### src/hw/rtl/gisc_pkg.sv
package gisc_pkg;

  // Field widths of the channels and the configuration register
  localparam int MASK_W  = 12;
  localparam int COUNT_W = 27;
  localparam int CFG_W   = 4;

  // Defaults
  localparam int MAX_WIDTH_DEF = 12;
  localparam logic [CFG_W-1:0] ROW_WIDTH_RST = CFG_W'(12);

  // Counts are kept modulo this value
  localparam logic [COUNT_W-1:0] COUNT_MOD = COUNT_W'(100000000);

endpackage

### src/hw/rtl/gisc_add_mod.sv
module gisc_add_mod (
  input  logic [gisc_pkg::COUNT_W-1:0] a,
  input  logic [gisc_pkg::COUNT_W-1:0] b,
  output logic [gisc_pkg::COUNT_W-1:0] sum
);

  logic [gisc_pkg::COUNT_W:0] raw;

  // Both operands stay below the modulus, so one conditional subtract folds the sum
  always_comb begin
    raw = {1'b0, a} + {1'b0, b};
    if (raw >= {1'b0, gisc_pkg::COUNT_MOD}) begin
      raw = raw - {1'b0, gisc_pkg::COUNT_MOD};
    end
    sum = raw[gisc_pkg::COUNT_W-1:0];
  end

endmodule

### config.mk
export PLATFORM = sky130hd
export DESIGN_NAME = gisc_add_mod
export DESIGN_NICKNAME = d
export VERILOG_FILES = /design/src/hw/rtl/gisc_pkg.sv /design/src/hw/rtl/gisc_add_mod.sv
export SDC_FILE = /design/constraint.sdc
export NUM_CORES = 1
export LEC_CHECK = 0
export BUFFER_PORTS_ARGS = -buffer_cell sky130_fd_sc_hd__buf_2
export CORE_MARGIN = 2
export CORE_UTILIZATION = 24
export DETAILED_ROUTE_END_ITERATION = 12
export RECOVER_POWER = 25
export SYNTH_ARGS = -nofsm -noshare
export SYNTH_HDL_FRONTEND = slang
export SYNTH_SLANG_ARGS = --single-unit
### constraint.sdc
create_clock -name vclk -period 5.98
set_input_delay 0.299 -clock vclk [all_inputs]
set_output_delay 0.299 -clock vclk [all_outputs]
set_load 0.05 [all_outputs]
* Word-level counts from Yosys, hierarchy flattened
Index checks and enable logic that the tools add are counted.
W data, S select, Z words.
** Word-level totals
- Flip-flop bits (word level) :: 0
- Output and inout bits :: 27
** Cells by class
- Add/subtract/negate cells :: 2
- Order comparisons :: 1
- Multiplexer cells :: 1
** Operators with widths (number)
- $add A27 B27 Y28 :: 1
- $ge A28 B27 Y1 const B :: 1
- $mux W27 :: 1
- $sub A27 B27 Y27 const B :: 1

* Depth between registers and ports, before layout
Gate-level depths: netlist (run 1).
- Depth after elaboration :: 3
- Gate-level depth with buffers :: 16
- Mapped depth without buffers :: 15

* Worst setup path before layout (run 1)
No wires, ideal clock.
- Kind :: input to output
- Start point :: input a[0] (netlist name)
- End point :: output sum[9] (netlist name)
- Arrival :: 4.179 ns
- Slack :: 1.502 ns
- Stages on the path :: 12
- Buffers on the path :: 1
- Cell sequence :: ha_1 fa_1 a21o_1 a221o_1 and3_1 a2111oi_4 xor2_1 nor4b_2 a31o_2 a41oi_4 buf_6 o21ai_0
** Between the ends
- Cells in the longest elaborated chain, start to end :: 3
- Elaborated cells on any way between the ends :: 4
** Ends and longest elaborated chain
- from (decl) :: line gisc_add_mod.sv:2 : input logic [gisc_pkg::COUNT_W-1:0] a,
- $add A27 B27 Y28 * :: line gisc_add_mod.sv:11 : raw = {1'b0, a} + {1'b0, b};
- $sub A27 B27 Y27 or $ge A28 B27 Y1 (tied branches) :: line gisc_add_mod.sv:13, gisc_add_mod.sv:12
- $mux W27 * :: line gisc_add_mod.sv:12 : if (raw >= {1'b0, gisc_pkg::COUNT_MOD}) begin
- to (decl) :: line gisc_add_mod.sv:4 : output logic [gisc_pkg::COUNT_W-1:0] sum
Mark *: on every way between the ends. The rest lies on a longest branch, timed or not.

* Final worst setup path (run 1)
- Start point :: input a[0] (netlist name)
- End point :: output sum[14] (netlist name)
The elaborated chain is that of the path after synthesis.

==> results of run 1 <==
## critical path, delay by kind of cell
family / cells / cell delay (ns)
AO/OA/AOI/OAI: 6 / 1.62
XOR/XNOR: 2 / 0.43
AND/OR/NAND/NOR: 2 / 0.83
buffers and inverters: 2 / 0.38
adder cells (fa/ha/maj): 2 / 0.64
## worst paths after layout
check      end
max    sum[14]
min     sum[0]
## cells by family (layout without fill, tap and decap cells)
family                     Yosys count  after routing  synth area share (%)
adders and majority gates           30             30                  16.4
xor gates and xnor gates            28             28                  10.5
and+or+nand+nor                    124            124                  28.6
buffers and inverters               19             89                  3.91
muxes                                2              2                 0.910
AOI/OAI and AO/OA                  124            124                  39.7
## final cells by class
class	instances	area share, %
tap	133	5.86
timing repair buffer	81	14.0
inverter	8	1.06
multi-input combinational	308	79.1
## where the power goes
part / total, uW / switching [uW] / leakage [uW] / internal (uW)
registers: 0 / 0 / 0 / 0
clock network: 0 / 0 / 0 / 0
logic: 648 / 458 / 0.00120 / 190
## per-layer routing
layer / wire length (um) / track usage (%) / up-vias
met5: 0 / 0 / -
met4: 0 / 0 / 0
met3: 328 / 0.881 / 0
met2: 3140 / 22.5 / 61
met1: 3980 / 21.2 / 1230
li1: - / - / 1413
## cell usage in the layout, fill, tap and decap left out, types with 2 or more instances in the layout
cell type / n
o21ai_0: 20
a211oi_2: 2
buf_2: 75
nor3_1: 10
nor2b_1: 2
o211a_1: 2
a211oi_1: 5
nand2_1: 22
xnor2_1: 18
xor2_1: 10
a21o_1: 8
a22oi_1: 2
a211o_1: 3
o2bb2ai_1: 2
inv_1: 7
or3_1: 8
a221oi_2: 2
a21oi_1: 26
a31oi_1: 7
clkbuf_1: 6
o21ai_1: 3
and4_1: 3
nand4_1: 5
and3_1: 9
o21a_1: 6
and2_1: 6
nand4b_1: 2
ha_1: 29
o311ai_1: 2
o21bai_1: 2
o211ai_1: 5
a21oi_2: 2
nand3_1: 16
nand2b_1: 7
nor3b_1: 2
a2111oi_0: 2
nor2_1: 22
a31o_2: 3
o31a_1: 2
## metrics by stage
stage	power, uW	hold WS, ns	cell area [sq um]	util [%]	std cells
after floorplan	510	0.978	2340	-	327
after global placement	644	1.07	2850	29.7	530
after detailed placement	647	1.08	2850	29.7	530
after CTS	650	1.08	2850	29.7	530
after global routing	700	1.21	2840	29.6	530
final	648	1.20	2840	29.6	530
==> run_summary.xml, run 1 <==
<?xml version="1.0" encoding="UTF-8"?>
<metrics>
  <group name="synth">
    <metric name="ys_types" unit="">73</metric>
    <metric name="syn-num-nets" unit="">411</metric>
    <metric name="synthTopCellsByArea" unit="">ha_1, xnor2_1, a21oi_1</metric>
    <metric name="synth.cell_area" unit="sq um">2340</metric>
    <metric name="synth_sequential_area_ratio" unit="%">0</metric>
    <metric name="synth_largest_type_area_fraction" unit="%">15.5</metric>
    <metric name="post_synth_most_frequent_cells" unit="">ha_1, a21oi_1, nand2_1, nor2_1, o21ai_0</metric>
    <metric name="yosys_warnings" unit="">0</metric>
    <metric name="synthMostInstantiatedCell" unit="">ha_1</metric>
    <metric name="synthCells" unit="">327</metric>
    <metric name="yosys.area.top_type" unit="">ha_1</metric>
    <metric name="post_synth.cell_area_avg" unit="sq um">7.15</metric>
  </group>
  <group name="pwr">
    <metric name="cell_area_power_density" unit="nW/um^2">228</metric>
    <metric name="ir_worst_vdd" unit="mV">0.111</metric>
    <metric name="leakage" unit="uW">0.00120</metric>
  </group>
  <group name="global_route">
    <metric name="first_global_vias" unit="">2566</metric>
    <metric name="groute.usage.overall" unit="%">13.8</metric>
    <metric name="number_of_antenna_violations_at_the_first_check_in_global_routing" unit="">0</metric>
    <metric name="grt_first_pass_wirelength" unit="mm">12.2</metric>
    <metric name="globalRouteOverflowTotal" unit="">0</metric>
    <metric name="grt_start_max_net_pins" unit="">18</metric>
  </group>
  <group name="run_status">
    <metric name="run_status" unit="">finished clean</metric>
  </group>
  <group name="layout">
    <metric name="drive_gt1_share" unit="%">23.9</metric>
    <metric name="diodes" unit="">0</metric>
    <metric name="clock_tree_buffer_count_of_the_final_layout" unit="">0</metric>
    <metric name="area_growth_syn_to_layout" unit="%">21.5</metric>
    <metric name="flops_and_latches" unit="">0</metric>
    <metric name="fin_nets" unit="">483</metric>
    <metric name="register_area" unit="sq um">0</metric>
    <metric name="num-fill-cells" unit="">1067</metric>
    <metric name="multi_input_area" unit="sq um">2250</metric>
  </group>
  <group name="setup_path">
    <metric name="worst_setup_path_startpoint" unit="">a[0]</metric>
    <metric name="critPathMostFrequentCell" unit="">buf_2</metric>
    <metric name="crit_path_max_fanout" unit="">17</metric>
    <metric name="crit_path_cell_trace" unit="">buf_2, ha_1, fa_1, a21o_1, a221o_1, a221oi_2, o21ai_0, xor2_1, nor4b_2, a31o_2, a41oi_4, or3_1, xnor2_1, buf_2</metric>
    <metric name="largest_stage_delay_worst_path" unit="ns">0.42</metric>
    <metric name="timing.critical_path.slowest_stage_cell" unit="">nor4b_2</metric>
    <metric name="startpoint_type" unit="">primary input</metric>
    <metric name="worst_ep_required_time" unit="ns">5.68</metric>
    <metric name="wp_data_arrival" unit="ns">4.20</metric>
    <metric name="worstSetupPathType" unit="">primary input to output port</metric>
    <metric name="critPathCaptureType" unit="">output port</metric>
  </group>
  <group name="floorplanning">
    <metric name="die-width" unit="um">103</metric>
    <metric name="placement_rows" unit="">36</metric>
    <metric name="dieHeight" unit="um">103</metric>
    <metric name="start_util" unit="%">24.4</metric>
    <metric name="core_area" unit="sq um">9590</metric>
    <metric name="ios" unit="">81</metric>
    <metric name="die_area" unit="sq um">10500</metric>
  </group>
  <group name="sta">
    <metric name="finalWorstSetupSlack" unit="ns">1.49</metric>
    <metric name="grt_setup_unrepaired" unit="">false</metric>
    <metric name="timing.final.max_slew_violations" unit="">0</metric>
    <metric name="worst_slew_margin_rel" unit="%">38.6</metric>
    <metric name="maxClockFrequency" unit="MHz">223</metric>
    <metric name="finalHoldViolCount" unit="">0</metric>
    <metric name="final.min_clock_period" unit="ns">4.49</metric>
    <metric name="worstMarginPinSlew" unit="ns">0.898</metric>
    <metric name="setup_viol" unit="">0</metric>
    <metric name="fin_crit_sh" unit="%">75.2</metric>
    <metric name="setup_total_negative_slack" unit="ns">0</metric>
  </group>
  <group name="drt">
    <metric name="route.vias.total" unit="">2704</metric>
    <metric name="antenna_nets_post_route" unit="">0</metric>
    <metric name="first_pass_iters" unit="">4</metric>
    <metric name="routed_wire_length_per_instance" unit="um">14.1</metric>
    <metric name="drt-initial-drc-count" unit="">123</metric>
    <metric name="routed_wl" unit="mm">7.45</metric>
    <metric name="drcViolationCount" unit="">0</metric>
    <metric name="vias_per_inst" unit="">5.10</metric>
  </group>
  <group name="min_path">
    <metric name="hp-class" unit="">primary input to output port</metric>
    <metric name="min-delay-start" unit="">a[0]</metric>
    <metric name="worst_hold_path.num_cells" unit="">3</metric>
  </group>
  <group name="clock_network">
    <metric name="cts_resized" unit="">0</metric>
    <metric name="post-cts-setup-buffers" unit="">0</metric>
    <metric name="postCtsHoldBufs" unit="">0</metric>
  </group>
  <group name="place">
    <metric name="place.gp.congestion" unit="">0.875</metric>
    <metric name="placement.setup.worst_slack" unit="ns">1.45</metric>
    <metric name="post-dp-hpwl" unit="mm">6.47</metric>
    <metric name="numPortBuffers" unit="">81</metric>
  </group>
  <group name="job">
    <metric name="maxCapViolCount" unit="">0</metric>
  </group>
</metrics>
(Power assumes the default switching activity.)
==> run 2, diff against run 1 <==
ABC_AREA = 1   (was unset)
clock period = 3.7 ns   (was 5.98 ns; I/O delays follow)
==> run 2 against run 1 <==
Net effect:
- non-clock buffer count is 5 higher
- worst hold slack worse by 0.21 ns
- utilization is 0.87 points higher
- routed wire length grew 33%
- area after synthesis is 36% higher
- combinational power up 88%
- count of clock-buffer cells in the layout unchanged
- setup slack worse by 1.1 ns
==> run_summary.xml, run 2 <==
<?xml version="1.0" encoding="UTF-8"?>
<metrics>
  <group name="layout">
    <metric name="diodes" unit="">0</metric>
    <metric name="drive_gt1_share" unit="%">25.9</metric>
    <metric name="clock_tree_buffer_count_of_the_final_layout" unit="">0</metric>
    <metric name="layout_commonest_cell" unit="">nand2_1</metric>
    <metric name="mostFrequentLayoutCells" unit="">nand2_1, inv_1, buf_2</metric>
    <metric name="multi_input_area" unit="sq um">2800</metric>
    <metric name="register_area" unit="sq um">0</metric>
    <metric name="area_growth_syn_to_layout" unit="%">22.8</metric>
    <metric name="num-fill-cells" unit="">1448</metric>
    <metric name="fin_nets" unit="">773</metric>
    <metric name="flops_and_latches" unit="">0</metric>
  </group>
  <group name="setup_path">
    <metric name="worstSetupPathType" unit="">primary input to output port</metric>
    <metric name="cpLargestDelayFamily" unit="">simple AND/OR/NAND/NOR gates</metric>
    <metric name="crit_path_max_fanout" unit="">11</metric>
    <metric name="timing.critical_path.slowest_stage_cell" unit="">fa_2</metric>
    <metric name="cp.depth" unit="">24</metric>
    <metric name="cp.buffers_inverters" unit="">3</metric>
    <metric name="critPathCaptureType" unit="">output port</metric>
    <metric name="startpoint_type" unit="">primary input</metric>
    <metric name="worst_ep_required_time" unit="ns">3.51</metric>
    <metric name="crit_path_cell_trace" unit="">buf_2, ha_2, fa_2, nand2_1, nand2_1, nand3_1, nand2_2, xnor2_1, inv_1, ha_1, nand2_1, nor2_1, nand3_1, nor2_1, nand3_1, nor2_1, nand3_1, nor2_1, nand2_1, nand3_2, nand2_8, nand2_4, o21ai_2, buf_4</metric>
    <metric name="largest_stage_delay_worst_path" unit="ns">0.39</metric>
    <metric name="wp_data_arrival" unit="ns">3.13</metric>
  </group>
  <group name="sta">
    <metric name="fin_crit_sh" unit="%">89.7</metric>
    <metric name="grt_setup_unrepaired" unit="">false</metric>
    <metric name="setup_total_negative_slack" unit="ns">0</metric>
    <metric name="finalHoldViolCount" unit="">0</metric>
    <metric name="finalWorstSetupSlack" unit="ns">0.380</metric>
    <metric name="worstMarginPinSlew" unit="ns">0.687</metric>
    <metric name="maxClockFrequency" unit="MHz">301</metric>
    <metric name="timing.final.max_slew_violations" unit="">0</metric>
    <metric name="worst_slew_margin_rel" unit="%">54.1</metric>
    <metric name="hold-worst-slack" unit="ns">0.992</metric>
    <metric name="setup_viol" unit="">0</metric>
    <metric name="final.min_clock_period" unit="ns">3.32</metric>
  </group>
  <group name="floorplanning">
    <metric name="ios" unit="">81</metric>
    <metric name="placement_rows" unit="">41</metric>
    <metric name="core_area" unit="sq um">12800</metric>
    <metric name="die_area" unit="sq um">14100</metric>
    <metric name="dieHeight" unit="um">119</metric>
    <metric name="start_util" unit="%">24.8</metric>
    <metric name="die-width" unit="um">119</metric>
  </group>
  <group name="pwr">
    <metric name="leakage" unit="uW">0.00224</metric>
    <metric name="cell_area_power_density" unit="nW/um^2">315</metric>
    <metric name="ir_worst_vdd" unit="mV">0.107</metric>
  </group>
  <group name="place">
    <metric name="numPortBuffers" unit="">81</metric>
    <metric name="placement.setup.worst_slack" unit="ns">0.133</metric>
    <metric name="place.gp.congestion" unit="">0.916</metric>
    <metric name="post-dp-hpwl" unit="mm">8.72</metric>
  </group>
  <group name="drt">
    <metric name="drcViolationCount" unit="">0</metric>
    <metric name="drt-initial-drc-count" unit="">157</metric>
    <metric name="route.vias.total" unit="">3787</metric>
    <metric name="routed_wire_length_per_instance" unit="um">11.6</metric>
    <metric name="antenna_nets_post_route" unit="">0</metric>
    <metric name="first_pass_iters" unit="">4</metric>
    <metric name="routed_wl" unit="mm">9.94</metric>
    <metric name="vias_per_inst" unit="">4.41</metric>
  </group>
  <group name="global_route">
    <metric name="grt_first_pass_wirelength" unit="mm">16.0</metric>
    <metric name="number_of_antenna_violations_at_the_first_check_in_global_routing" unit="">0</metric>
    <metric name="first_global_vias" unit="">3488</metric>
    <metric name="globalRouteOverflowTotal" unit="">0</metric>
    <metric name="grt_start_max_net_pins" unit="">31</metric>
    <metric name="groute.usage.overall" unit="%">13.3</metric>
  </group>
  <group name="synth">
    <metric name="yosys.area.top_type" unit="">nand2_1</metric>
    <metric name="syn-num-nets" unit="">686</metric>
    <metric name="synthMostInstantiatedCell" unit="">nand2_1</metric>
    <metric name="yosys_warnings" unit="">0</metric>
    <metric name="ys_types" unit="">30</metric>
    <metric name="synth_sequential_area_ratio" unit="%">0</metric>
    <metric name="synth_largest_type_area_fraction" unit="%">26.5</metric>
    <metric name="synthCells" unit="">602</metric>
    <metric name="synth.cell_area" unit="sq um">3170</metric>
    <metric name="synthTopCellsByArea" unit="">nand2_1, ha_1, inv_1</metric>
    <metric name="post_synth.cell_area_avg" unit="sq um">5.27</metric>
    <metric name="post_synth_most_frequent_cells" unit="">nand2_1, inv_1, nand3_1</metric>
  </group>
  <group name="clock_network">
    <metric name="postCtsHoldBufs" unit="">0</metric>
  </group>
  <group name="job">
    <metric name="maxCapViolCount" unit="">0</metric>
  </group>
  <group name="min_path">
    <metric name="hp-class" unit="">primary input to output port</metric>
    <metric name="worst_hold_path.num_cells" unit="">3</metric>
  </group>
  <group name="run_status">
    <metric name="run_status" unit="">finished clean</metric>
  </group>
</metrics>
==> run 2: cell types whose count changed in the layout (fill, tap and decap cells not counted), moves of 19 or more <==
| cell | change |
|---|---|
| nand2_1 | +202 |
| inv_1 | +84 |
| nand2_2 | +42 |
| nand3_1 | +36 |
| nor2_1 | +23 |
| buf_2 | -19 |
==> run 2: layout make-up <==
type               count  area share (%)
inverters             99            9.55
multi-input cells    502            71.8
well taps            172            5.53
repair buffers        86            13.1
==> run 2: path summary, 6_finish.rpt <==
kind,start,end
worst max-delay path,a[0],sum[19]
worst min-delay path,b[0],sum[0]
==> run 2: kinds of logic after synthesis <==
group | after synthesis | synth area share, %
AND/OR/NAND/NOR | 414 | 62.0
buffers and inverters | 103 | 13.9
AO/OA/AOI/OAI | 44 | 9.08
adder cells (fa/ha/maj) | 30 | 12.1
XOR/XNOR | 11 | 3.04
==> run 2: power by group <==
group	leakage [uW]	internal (uW)	switching (uW)	total [uW]
registers	0	0	0	0
clock network	0	0	0	0
logic	0.00224	379	846	1220
==> run 2: worst min-delay path, delay by kind of cell <==
family / cells / cell delay (ns)
buffers and inverters: 2 / 0.37
adders and majority gates: 1 / 0.26
==> run 2: metal layers <==
metal / wire [um] / up-vias / track usage, %
met3: 446 / 6 / 0.718
met1: 5030 / 1642 / 19.2
met4: 52 / 0 / 0.670
met5: 0 / - / 0
met2: 4420 / 76 / 22.6
li1: - / 2063 / -
==> run 2: metrics by stage <==
stage / total power, uW / instances / utilization (%) / area [sq um]
2_1_floorplan: 919 / 602 / - / 3170
3_3_place_gp: 1140 / 853 / 29.3 / 3740
3_5_place_dp: 1140 / 853 / 29.3 / 3740
4_1_cts: 1140 / 853 / 29.3 / 3740
5_1_grt: 1340 / 859 / 30.5 / 3890
6_report: 1220 / 859 / 30.5 / 3890
==> run 2: what timing repair did <==
item	CTS	global route
resized for setup	0	50
endpoints found under the setup margin	0	19
setup buffers	0	3
